### config.mk
export PLATFORM = sky130hd
export DESIGN_NAME = adc_dc_blocking_conditioner_unit_flat
export DESIGN_NICKNAME = d
export VERILOG_FILES = /design/src/hw/rtl/dcb_pkg.sv /design/src/hw/rtl/dcb_if.sv /design/src/hw/rtl/dcb_front.sv /design/src/hw/rtl/dcb_queue.sv /design/src/hw/rtl/dcb_back.sv /design/src/hw/rtl/adc_dc_blocking_conditioner_unit.sv /design/src/flat_wrapper.sv
export VERILOG_INCLUDE_DIRS = /design/src /design/src/hw/rtl
export SDC_FILE = /design/constraint.sdc
export NUM_CORES = 2
export LEC_CHECK = 0
export BUFFER_PORTS_ARGS = -buffer_cell sky130_fd_sc_hd__buf_2
export CAP_MARGIN = 20
export CORE_UTILIZATION = 60
export DETAILED_ROUTE_END_ITERATION = 8
export PLACE_DENSITY_LB_ADDON = 0.05
export SLEW_MARGIN = 40
export SYNTH_ARGS = -nofsm -noshare
export SYNTH_HDL_FRONTEND = slang
export SYNTH_HIERARCHICAL = 1
export SYNTH_SLANG_ARGS = --single-unit
### constraint.sdc
create_clock -name clk -period 16.1 [get_ports clk]
set_clock_uncertainty 0.1 [all_clocks]
set_input_delay 1.61 -clock clk [delete_from_list [all_inputs] [get_ports clk]]
set_output_delay 1.61 -clock clk [all_outputs]
set_load 0.02 [all_outputs]
### src/hw/rtl/assert_macros.svh
// Assertion helpers shared by dcb_queue and dcb_back.
`ifndef ASSERT_MACROS_SVH
`define ASSERT_MACROS_SVH

`ifndef SYNTHESIS

// prop must hold at every clock edge outside reset
`define DCB_ASSERT(lbl, clk, rst_n, prop, msg) \
    lbl: assert property (@(posedge clk) disable iff (!rst_n) (prop)) else $error(msg);

// cond must never be true outside reset
`define DCB_ASSERT_NEVER(lbl, clk, rst_n, cond, msg) \
    lbl: assert property (@(posedge clk) disable iff (!rst_n) !(cond)) else $error(msg);

`else

`define DCB_ASSERT(lbl, clk, rst_n, prop, msg)

`define DCB_ASSERT_NEVER(lbl, clk, rst_n, cond, msg)

`endif

`endif

### src/hw/rtl/dcb_pkg.sv
package dcb_pkg;

    localparam int RAW_W      = 16;
    localparam int SAMPLE_W   = 12;
    localparam int EST_W      = 28;
    localparam int COEFF_W    = 16;
    localparam int OUT_W      = 16;
    localparam int CFG_IDX_W  = 8;
    localparam int CFG_DATA_W = 16;

    localparam logic [EST_W-1:0]     EST_RESET   = 28'd134217728;  // 2048.0 in Q12.16
    localparam logic [COEFF_W-1:0]   COEFF_RESET = 16'd33;

    localparam logic [CFG_IDX_W-1:0] CFG_SMOOTHING = 8'd0;
    localparam logic [CFG_IDX_W-1:0] CFG_SWAP      = 8'd1;

    typedef struct packed {
        logic [COEFF_W-1:0] coeff;
        logic               swap;
    } dcb_cfg_t;

    // One queue entry: one result, or two when a held pair is released.
    typedef struct packed {
        logic [OUT_W-1:0] first;
        logic [OUT_W-1:0] second;
        logic             two;
        logic             eob;
    } dcb_job_t;

endpackage

### src/hw/rtl/dcb_if.sv
interface dcb_in_if import dcb_pkg::*; ();
    logic             valid;
    logic             ready;
    logic [RAW_W-1:0] raw_word;
    logic             end_of_buffer;

    modport source (output valid, output raw_word, output end_of_buffer, input ready);
    modport sink   (input valid, input raw_word, input end_of_buffer, output ready);
endinterface

interface dcb_out_if import dcb_pkg::*; ();
    logic                    valid;
    logic                    ready;
    logic signed [OUT_W-1:0] sample;
    logic                    last_of_run;
    logic                    buffer_done;

    modport source (output valid, output sample, output last_of_run, output buffer_done,
                    input ready);
    modport sink   (input valid, input sample, input last_of_run, input buffer_done,
                    output ready);
endinterface

interface dcb_cfg_if import dcb_pkg::*; ();
    logic                  valid;
    logic                  ready;
    logic [CFG_IDX_W-1:0]  index;
    logic [CFG_DATA_W-1:0] data;

    modport source (output valid, output index, output data, input ready);
    modport sink   (input valid, input index, input data, output ready);
endinterface

### src/hw/rtl/dcb_front.sv
module dcb_front import dcb_pkg::*;
(
    input  logic     clk,
    input  logic     rst_n,
    input  dcb_cfg_t cfg_q,
    dcb_in_if.sink   in_ch,
    output logic     job_valid,
    output dcb_job_t job,
    input  logic     job_ready
);

    logic [EST_W-1:0]    est_reg;
    logic [EST_W-1:0]    est_next;
    logic                a_valid_reg;
    logic                a_valid_next;
    logic [SAMPLE_W-1:0] a_x_reg;
    logic                a_eob_reg;
    logic [OUT_W-1:0]    held_reg;
    logic                odd_reg;

    logic                accept;
    logic                advance;
    logic                emit;

    logic [SAMPLE_W-1:0] x_in;
    logic signed [EST_W:0]      diff_in;
    logic signed [EST_W+17:0]   prod;
    logic signed [EST_W+17:0]   prod_adj;
    logic signed [EST_W+1:0]    delta;
    logic [EST_W+1:0]           est_sum;

    logic signed [EST_W:0]      diff_b;
    logic signed [EST_W:0]      diff_adj;
    logic signed [EST_W-12:0]   quot;
    logic [OUT_W-1:0]           s;

    // estimate update: est += trunc((target - est) * alpha / 65536)
    always_comb
    begin
        x_in     = in_ch.raw_word[SAMPLE_W-1:0];
        diff_in  = $signed({1'b0, x_in, 16'h0000}) - $signed({1'b0, est_reg});
        prod     = diff_in * $signed({1'b0, cfg_q.coeff});
        prod_adj = prod + (prod[EST_W+17] ? (EST_W+18)'(65535) : (EST_W+18)'(0));
        delta    = prod_adj[EST_W+17:16];
        est_sum  = {2'b00, est_reg} + delta;
        est_next = est_sum[EST_W-1:0];
    end

    // output value from the updated estimate: trunc(diff / 4096), saturated
    always_comb
    begin
        diff_b   = $signed({1'b0, a_x_reg, 16'h0000}) - $signed({1'b0, est_reg});
        diff_adj = diff_b + (diff_b[EST_W] ? (EST_W+1)'(4095) : (EST_W+1)'(0));
        quot     = diff_adj[EST_W:12];
        if (quot[EST_W-12] != quot[OUT_W-1])
            s = quot[EST_W-12] ? 16'h8000 : 16'h7FFF;
        else
            s = quot[OUT_W-1:0];
    end

    always_comb
    begin
        emit       = odd_reg || !(cfg_q.swap && !a_eob_reg);
        job.first  = s;
        job.second = odd_reg ? held_reg : s;
        job.two    = odd_reg;
        job.eob    = a_eob_reg;
        job_valid  = a_valid_reg && emit;
        advance    = a_valid_reg && (job_ready || !emit);
        in_ch.ready = !a_valid_reg || advance;
        accept     = in_ch.valid && in_ch.ready;
        if (accept)
            a_valid_next = 1'b1;
        else if (advance)
            a_valid_next = 1'b0;
        else
            a_valid_next = a_valid_reg;
    end

    always_ff @(posedge clk or negedge rst_n)
    begin
        if (!rst_n)
        begin
            est_reg     <= EST_RESET;
            a_valid_reg <= 1'b0;
            held_reg    <= '0;
            odd_reg     <= 1'b0;
        end
        else
        begin
            a_valid_reg <= a_valid_next;
            if (accept)
                est_reg <= est_next;
            if (advance)
            begin
                if (odd_reg)
                begin
                    odd_reg  <= 1'b0;
                    held_reg <= '0;
                end
                else if (cfg_q.swap && !a_eob_reg)
                begin
                    odd_reg  <= 1'b1;
                    held_reg <= s;
                end
            end
        end
    end

    always_ff @(posedge clk)
    begin
        if (accept)
        begin
            a_x_reg   <= x_in;
            a_eob_reg <= in_ch.end_of_buffer;
        end
    end

endmodule

### src/hw/rtl/dcb_queue.sv
`include "assert_macros.svh"

module dcb_queue import dcb_pkg::*;
#(
    parameter int DEPTH = 4
)
(
    input  logic     clk,
    input  logic     rst_n,
    input  logic     push_valid,
    output logic     push_ready,
    input  dcb_job_t push_data,
    output logic     pop_valid,
    input  logic     pop_ready,
    output dcb_job_t pop_data
);

    localparam int PTR_W = $clog2(DEPTH);
    localparam int CNT_W = $clog2(DEPTH + 1);

    dcb_job_t         mem [DEPTH];
    logic [PTR_W-1:0] wr_ptr_reg;
    logic [PTR_W-1:0] rd_ptr_reg;
    logic [CNT_W-1:0] count_reg;
    logic [CNT_W-1:0] count_next;
    logic             push;
    logic             pop;

    always_comb
    begin
        push_ready = count_reg != CNT_W'(DEPTH);
        pop_valid  = count_reg != '0;
        push       = push_valid && push_ready;
        pop        = pop_valid && pop_ready;
        pop_data   = mem[rd_ptr_reg];
        count_next = count_reg;
        if (push && !pop)
            count_next = count_reg + 1'b1;
        else if (pop && !push)
            count_next = count_reg - 1'b1;
    end

    always_ff @(posedge clk or negedge rst_n)
    begin
        if (!rst_n)
        begin
            wr_ptr_reg <= '0;
            rd_ptr_reg <= '0;
            count_reg  <= '0;
        end
        else
        begin
            count_reg <= count_next;
            if (push)
                wr_ptr_reg <= (wr_ptr_reg == PTR_W'(DEPTH - 1)) ? '0 : wr_ptr_reg + 1'b1;
            if (pop)
                rd_ptr_reg <= (rd_ptr_reg == PTR_W'(DEPTH - 1)) ? '0 : rd_ptr_reg + 1'b1;
        end
    end

    always_ff @(posedge clk)
    begin
        if (push)
            mem[wr_ptr_reg] <= push_data;
    end

    `DCB_ASSERT(a_count_bound, clk, rst_n, count_reg <= CNT_W'(DEPTH), "queue overfilled")
    `DCB_ASSERT(a_count_up, clk, rst_n, push && !pop |=> count_reg == $past(count_reg) + 1'b1, "queue count lost a push")
    `DCB_ASSERT(a_ptr_sync, clk, rst_n, (count_reg == '0) |-> (wr_ptr_reg == rd_ptr_reg), "queue pointers out of step")

endmodule

### src/hw/rtl/dcb_back.sv
`include "assert_macros.svh"

module dcb_back import dcb_pkg::*;
(
    input  logic     clk,
    input  logic     rst_n,
    input  logic     q_valid,
    output logic     q_ready,
    input  dcb_job_t q_data,
    dcb_out_if.source out_ch
);

    dcb_job_t job_reg;
    logic     job_valid_reg;
    logic     phase_reg;
    logic     xfer;
    logic     finish;
    logic     last;

    always_comb
    begin
        last               = !job_reg.two || phase_reg;
        out_ch.valid       = job_valid_reg;
        out_ch.sample      = phase_reg ? job_reg.second : job_reg.first;
        out_ch.last_of_run = last;
        out_ch.buffer_done = last && job_reg.eob;
        xfer               = job_valid_reg && out_ch.ready;
        finish             = xfer && last;
        q_ready            = !job_valid_reg || finish;
    end

    always_ff @(posedge clk or negedge rst_n)
    begin
        if (!rst_n)
        begin
            job_valid_reg <= 1'b0;
            phase_reg     <= 1'b0;
        end
        else if (q_valid && q_ready)
        begin
            job_valid_reg <= 1'b1;
            phase_reg     <= 1'b0;
        end
        else if (finish)
        begin
            job_valid_reg <= 1'b0;
            phase_reg     <= 1'b0;
        end
        else if (xfer)
            phase_reg <= 1'b1;
    end

    always_ff @(posedge clk)
    begin
        if (q_valid && q_ready)
            job_reg <= q_data;
    end

    `DCB_ASSERT_NEVER(a_phase_single, clk, rst_n, phase_reg && !job_reg.two, "second phase on a single job")
    `DCB_ASSERT_NEVER(a_phase_idle, clk, rst_n, phase_reg && !job_valid_reg, "second phase with no job")
    `DCB_ASSERT(a_pair_order, clk, rst_n, xfer && !last |=> job_valid_reg && phase_reg, "pair not completed in order")

endmodule

### src/hw/rtl/adc_dc_blocking_conditioner_unit.sv
// DC-blocking conditioner for raw ADC words.
// in_ch  : raw_word (low 12 bits are the sample) and end_of_buffer, valid/ready.
// out_ch : signed sample (x - dc) * 16 saturated to 16 bits, last_of_run marks
//          the final result of an input word, buffer_done the last of a buffer.
// cfg    : index 0 writes the Q0.16 smoothing coefficient, index 1 the pair-swap
//          enable; writes are always accepted, other indexes are dropped.
// Throughput: one input word per cycle while the queue takes results; the
// estimate update (one 29x17 multiply and add) is registered on the transfer.
// A result moves from the front stage via the queue to the output register.
// With swap on, an even word not ending a buffer gives no result; its odd
// partner then gives two, back to back. Results wait in a QUEUE_DEPTH-entry
// queue; when out_ch stalls the queue fills and in_ch.ready drops once it is
// full and the front stage is occupied. Reset: dc estimate 2048.0,
// coefficient 33, swap off, no held sample, all queued results dropped.
module adc_dc_blocking_conditioner_unit import dcb_pkg::*;
#(
    parameter int QUEUE_DEPTH = 4
)
(
    input  logic      clk,
    input  logic      rst_n,
    dcb_in_if.sink    in_ch,
    dcb_out_if.source out_ch,
    dcb_cfg_if.sink   cfg
);

    logic [COEFF_W-1:0] coeff_reg;
    logic               swap_reg;
    dcb_cfg_t           cfg_q;

    logic     f_valid;
    logic     f_ready;
    dcb_job_t f_job;
    logic     b_valid;
    logic     b_ready;
    dcb_job_t b_job;

    assign cfg.ready   = 1'b1;
    assign cfg_q.coeff = coeff_reg;
    assign cfg_q.swap  = swap_reg;

    always_ff @(posedge clk or negedge rst_n)
    begin
        if (!rst_n)
        begin
            coeff_reg <= COEFF_RESET;
            swap_reg  <= 1'b0;
        end
        else if (cfg.valid)
        begin
            unique case (cfg.index)
                CFG_SMOOTHING: coeff_reg <= cfg.data[COEFF_W-1:0];
                CFG_SWAP:      swap_reg  <= cfg.data[0];
                default:       ;
            endcase
        end
    end

    dcb_front u_front
    (
        .clk       (clk),
        .rst_n     (rst_n),
        .cfg_q     (cfg_q),
        .in_ch     (in_ch),
        .job_valid (f_valid),
        .job       (f_job),
        .job_ready (f_ready)
    );

    dcb_queue #(.DEPTH(QUEUE_DEPTH)) u_queue
    (
        .clk        (clk),
        .rst_n      (rst_n),
        .push_valid (f_valid),
        .push_ready (f_ready),
        .push_data  (f_job),
        .pop_valid  (b_valid),
        .pop_ready  (b_ready),
        .pop_data   (b_job)
    );

    dcb_back u_back
    (
        .clk     (clk),
        .rst_n   (rst_n),
        .q_valid (b_valid),
        .q_ready (b_ready),
        .q_data  (b_job),
        .out_ch  (out_ch)
    );

endmodule

### src/flat_wrapper.sv
// flat-port wrapper written by rule: the top's interface ports become plain ports
module adc_dc_blocking_conditioner_unit_flat import dcb_pkg::*;
#(
    parameter int QUEUE_DEPTH = 4
)
  (clk, rst_n, in_ch_valid, in_ch_raw_word, in_ch_end_of_buffer, in_ch_ready, out_ch_valid, out_ch_sample, out_ch_last_of_run, out_ch_buffer_done, out_ch_ready, cfg_valid, cfg_index, cfg_data, cfg_ready);
  dcb_in_if in_ch_i ();
  dcb_out_if out_ch_i ();
  dcb_cfg_if cfg_i ();
  input  logic clk;
  input  logic rst_n;
  input wire logic [$bits(in_ch_i.valid)-1:0] in_ch_valid;
  input wire logic [$bits(in_ch_i.raw_word)-1:0] in_ch_raw_word;
  input wire logic [$bits(in_ch_i.end_of_buffer)-1:0] in_ch_end_of_buffer;
  output wire logic [$bits(in_ch_i.ready)-1:0] in_ch_ready;
  output wire logic [$bits(out_ch_i.valid)-1:0] out_ch_valid;
  output wire logic [$bits(out_ch_i.sample)-1:0] out_ch_sample;
  output wire logic [$bits(out_ch_i.last_of_run)-1:0] out_ch_last_of_run;
  output wire logic [$bits(out_ch_i.buffer_done)-1:0] out_ch_buffer_done;
  input wire logic [$bits(out_ch_i.ready)-1:0] out_ch_ready;
  input wire logic [$bits(cfg_i.valid)-1:0] cfg_valid;
  input wire logic [$bits(cfg_i.index)-1:0] cfg_index;
  input wire logic [$bits(cfg_i.data)-1:0] cfg_data;
  output wire logic [$bits(cfg_i.ready)-1:0] cfg_ready;
  assign in_ch_i.valid = in_ch_valid;
  assign in_ch_i.raw_word = in_ch_raw_word;
  assign in_ch_i.end_of_buffer = in_ch_end_of_buffer;
  assign in_ch_ready = in_ch_i.ready;
  assign out_ch_valid = out_ch_i.valid;
  assign out_ch_sample = out_ch_i.sample;
  assign out_ch_last_of_run = out_ch_i.last_of_run;
  assign out_ch_buffer_done = out_ch_i.buffer_done;
  assign out_ch_i.ready = out_ch_ready;
  assign cfg_i.valid = cfg_valid;
  assign cfg_i.index = cfg_index;
  assign cfg_i.data = cfg_data;
  assign cfg_ready = cfg_i.ready;
  adc_dc_blocking_conditioner_unit #(.QUEUE_DEPTH(QUEUE_DEPTH)) u_core (.clk(clk), .rst_n(rst_n), .in_ch(in_ch_i), .out_ch(out_ch_i), .cfg(cfg_i));
endmodule
==> results by group <==
Status
  • Status: finished, final reports clean

Setup path
  • Most used cell, CP: fa_1
  • CP endpoint kind: flop
  • Worst Path Arrival: 15.57 ns
  • CP required: 16.40 ns
  • Largest fanout on the critical path: 22
  • Slowest CP cell: fa_1
  • Worst R2R Setup Slack: 0.84 ns
  • Setup CP Type: flop to flop
  • Crit path launch type: flop
  • CP max stage delay: 0.70 ns

Routing
  • Vias: 21900
  • Number of remaining DRC errors: 0
  • Wire length per cell: 20.0 um
  • Avg Vias per Cell: 5.79
  • Drt pass-1 iters: 5
  • Initial DRC count: 1534
  • Final wirelength: 75700 um
  • Final ANT Viol Nets: 0

Die
  • # IOs: 67
  • Site Rows: 82
  • Die Area: 52200 um2
  • Core area: 50400 um2
  • Die height: 229 um
  • Die W: 229 um
  • Initial Util: 61.1%

CTS
  • CTS H-tree lvls: 1
  • Reg clk slew, reported paths: 0.07 ns
  • Post-CTS Setup Bufs: 0
  • Clock Latency Late Sink: 0.55 ns
  • CTS tree: done
  • TritonCTS Buffers: 26
  • CTS Sinks: 255
  • Root Driver: clkbuf_16
  • Max Root-Sink Buffers: 3

Synth
  • Top post-synthesis cells by area: fa_1 29%, edfxtp_1 18%, ha_1 7.7%
  • Mean post-synth cell area: 10.1 um2
  • Synthesis-stage register bit count: 255
  • Post-synthesis cell count: 3049
  • Sequential share of the synthesized area: 23.7%
  • Yosys warning count: 6
  • Top FF cell, synth: edfxtp_1
  • Yosys top cell by area: fa_1
  • Synthesized Nets: 3733
  • Mapped cell area: 30800 um2
  • Ys async rst share: 28.2%
  • Synth top area share: 29.2%
  • List of most frequent post-synthesis cells: 578 x inv_1, 449 x fa_1, 420 x nand2_1
  • Library cells used by synthesis: 101
  • Most numerous cell in the Yosys netlist: inv_1
  • EDFF count, synth: 183

GRT
  • Vias in the first global route: 23700
  • Total congestion overflow: 0
  • Met1 Resource Use GR: 43.2%
  • First-pass GRT wire length: 125000 um
  • Layer with the highest usage: met2
  • Initial antenna violation count: 0
  • Tot GR Track Use: 30.6%
  • Met2 usage: 50.6%
  • Met3 usage: 3.42%
  • Pin count of the biggest net entering global routing: 50

STA
  • Slew @ Worst Pin: 0.836 ns
  • Fin crit share: 94.8%
  • Max-slew violations: 0
  • Min cycle time layout: 15.26 ns
  • Final Hold Fails: 0
  • Highest clock rate: 0.0655 GHz
  • RSZ-0062 raised after global routing: no
  • Max_slew headroom: 43.9%
  • Setup TNS: 0 ns
  • Final setup viols: 0
  • Hold WS: 0.385 ns

Layout
  • Finished Layout Cells: 3777
  • Area grow syn2layout: 6.95%
  • Final Net Count: 3769
  • Layout cell share with drive strength beyond 1: 10.6%
  • Max FFs per register: 136
  • Fillers: 4084
  • Final Cell Area: 32900 um2

Worst hold path
  • HP Class: flop to flop

Power
  • Total power: 0.00711 W
  • VDD IR max: 0.233 mV
  • P_leak: 15.2 nW
  • PD cells: 216 nW/um2

Job
  • Max_cap viols: 0

Placed design
  • Post-Place Cells: 3729
  • DP Wirelength: 57000 um
  • Final Wtd Congestion: 0.918
  • IO Port Bufs: 61
  • Post-DP Area: 32000 um2
[metrics by stage]
stage | setup slack (ns) | util, %
after floorplan | 2.15 | -
after global placement | 0.509 | 63.4
after detailed placement | 0.342 | 63.6
after CTS | 0.563 | 65.4
after global routing | 0.0516 | 65.4
final | 0.837 | 65.4
[worst paths after layout]
kind	startpoint	endpoint	depth (start not counted)
setup / recovery	u_core/u_front/est_reg[0]$_DFFE_PN0P_	u_core/u_front/est_reg[26]$_DFFE_PN0P_	59
hold / removal	u_core/u_queue/count_reg[2]$_DFFE_PN0P_	u_core/u_queue/count_reg[2]$_DFFE_PN0P_	1
setup reg to reg	u_core/u_front/est_reg[0]$_DFFE_PN0P_	u_core/u_front/est_reg[26]$_DFFE_PN0P_	59
hold reg to reg	u_core/u_queue/count_reg[2]$_DFFE_PN0P_	u_core/u_queue/count_reg[2]$_DFFE_PN0P_	1
max in group asynchronous	rst_n	u_core/u_front/est_reg[0]$_DFFE_PN0P_	2
min in group asynchronous	rst_n	u_core/u_front/est_reg[25]$_DFFE_PN0P_	1
[kinds of logic after synthesis]
family	after synthesis	synth area share [%]
simple gates	877	14.3
buf+inv	700	8.77
fa+ha+maj	639	36.9
compound gates	340	7.54
flops	255	23.7
xor+xnor	144	4.12
mux	93	4.66
other cells	1	0.0122
[cells in the final DEF (no fill, tap or decap), drive strengths merged, types with 9 or more instances in the layout]
master,count
fa,449
dfrtp,69
o21bai,13
o21a,10
a21oi,88
xnor2,96
xor2,48
or3,11
o21ai,77
inv,582
nand2,421
a211oi,20
and2,180
or2,9
nand3,37
nand2b,21
mux4,34
buf,127
a22o,16
clkbuf,34
nand4,19
nor4,17
ha,189
a31oi,11
and3,15
nor2b,19
a21o,41
mux2,53
nor3,36
edfxtp,183
nor2,66
[where the power goes]
group	total [W]	switching (W)	internal, W
combinational	0.00512	0.00317	0.00195
sequential	0.00135	0.000139	0.00121
clock	0.000640	0.000268	0.000372
[layer usage]
metal	up-vias	routed length (um)
li1	9833	-
met1	11200	32600
met5	-	0
met3	137	4340
met2	686	36600
met4	0	2170
[repair_timing]
item,4_1_cts,5_1_grt
endpoints found under the setup margin,0,3
hold buffers,0,0
resized for setup,0,3
hold endpoints to repair,0,0
[critical path, delay by kind of cell (launching register included)]
kind                     cells  cell delay (ns)
AO/OA/AOI/OAI               28             5.84
adder cells (fa/ha/maj)     11             4.77
AND/OR/NAND/NOR             10             2.40
buffers and inverters        8             1.06
flip-flops                   1             0.61
XOR/XNOR                     2             0.28
[layout make-up]
type / instances / area [um2] / share of cell area (%)
diodes: 1 / 2.50 / 0.00760
clock buffers: 34 / 691 / 2.10
clock inverters: 13 / 203 / 0.615
inverters: 581 / 2180 / 6.62
multi-input cells: 2094 / 20900 / 63.5
flip-flops and latches: 255 / 7300 / 22.2
well taps: 672 / 841 / 2.55
repair buffers: 127 / 815 / 2.47
(Power assumes the default switching activity.)
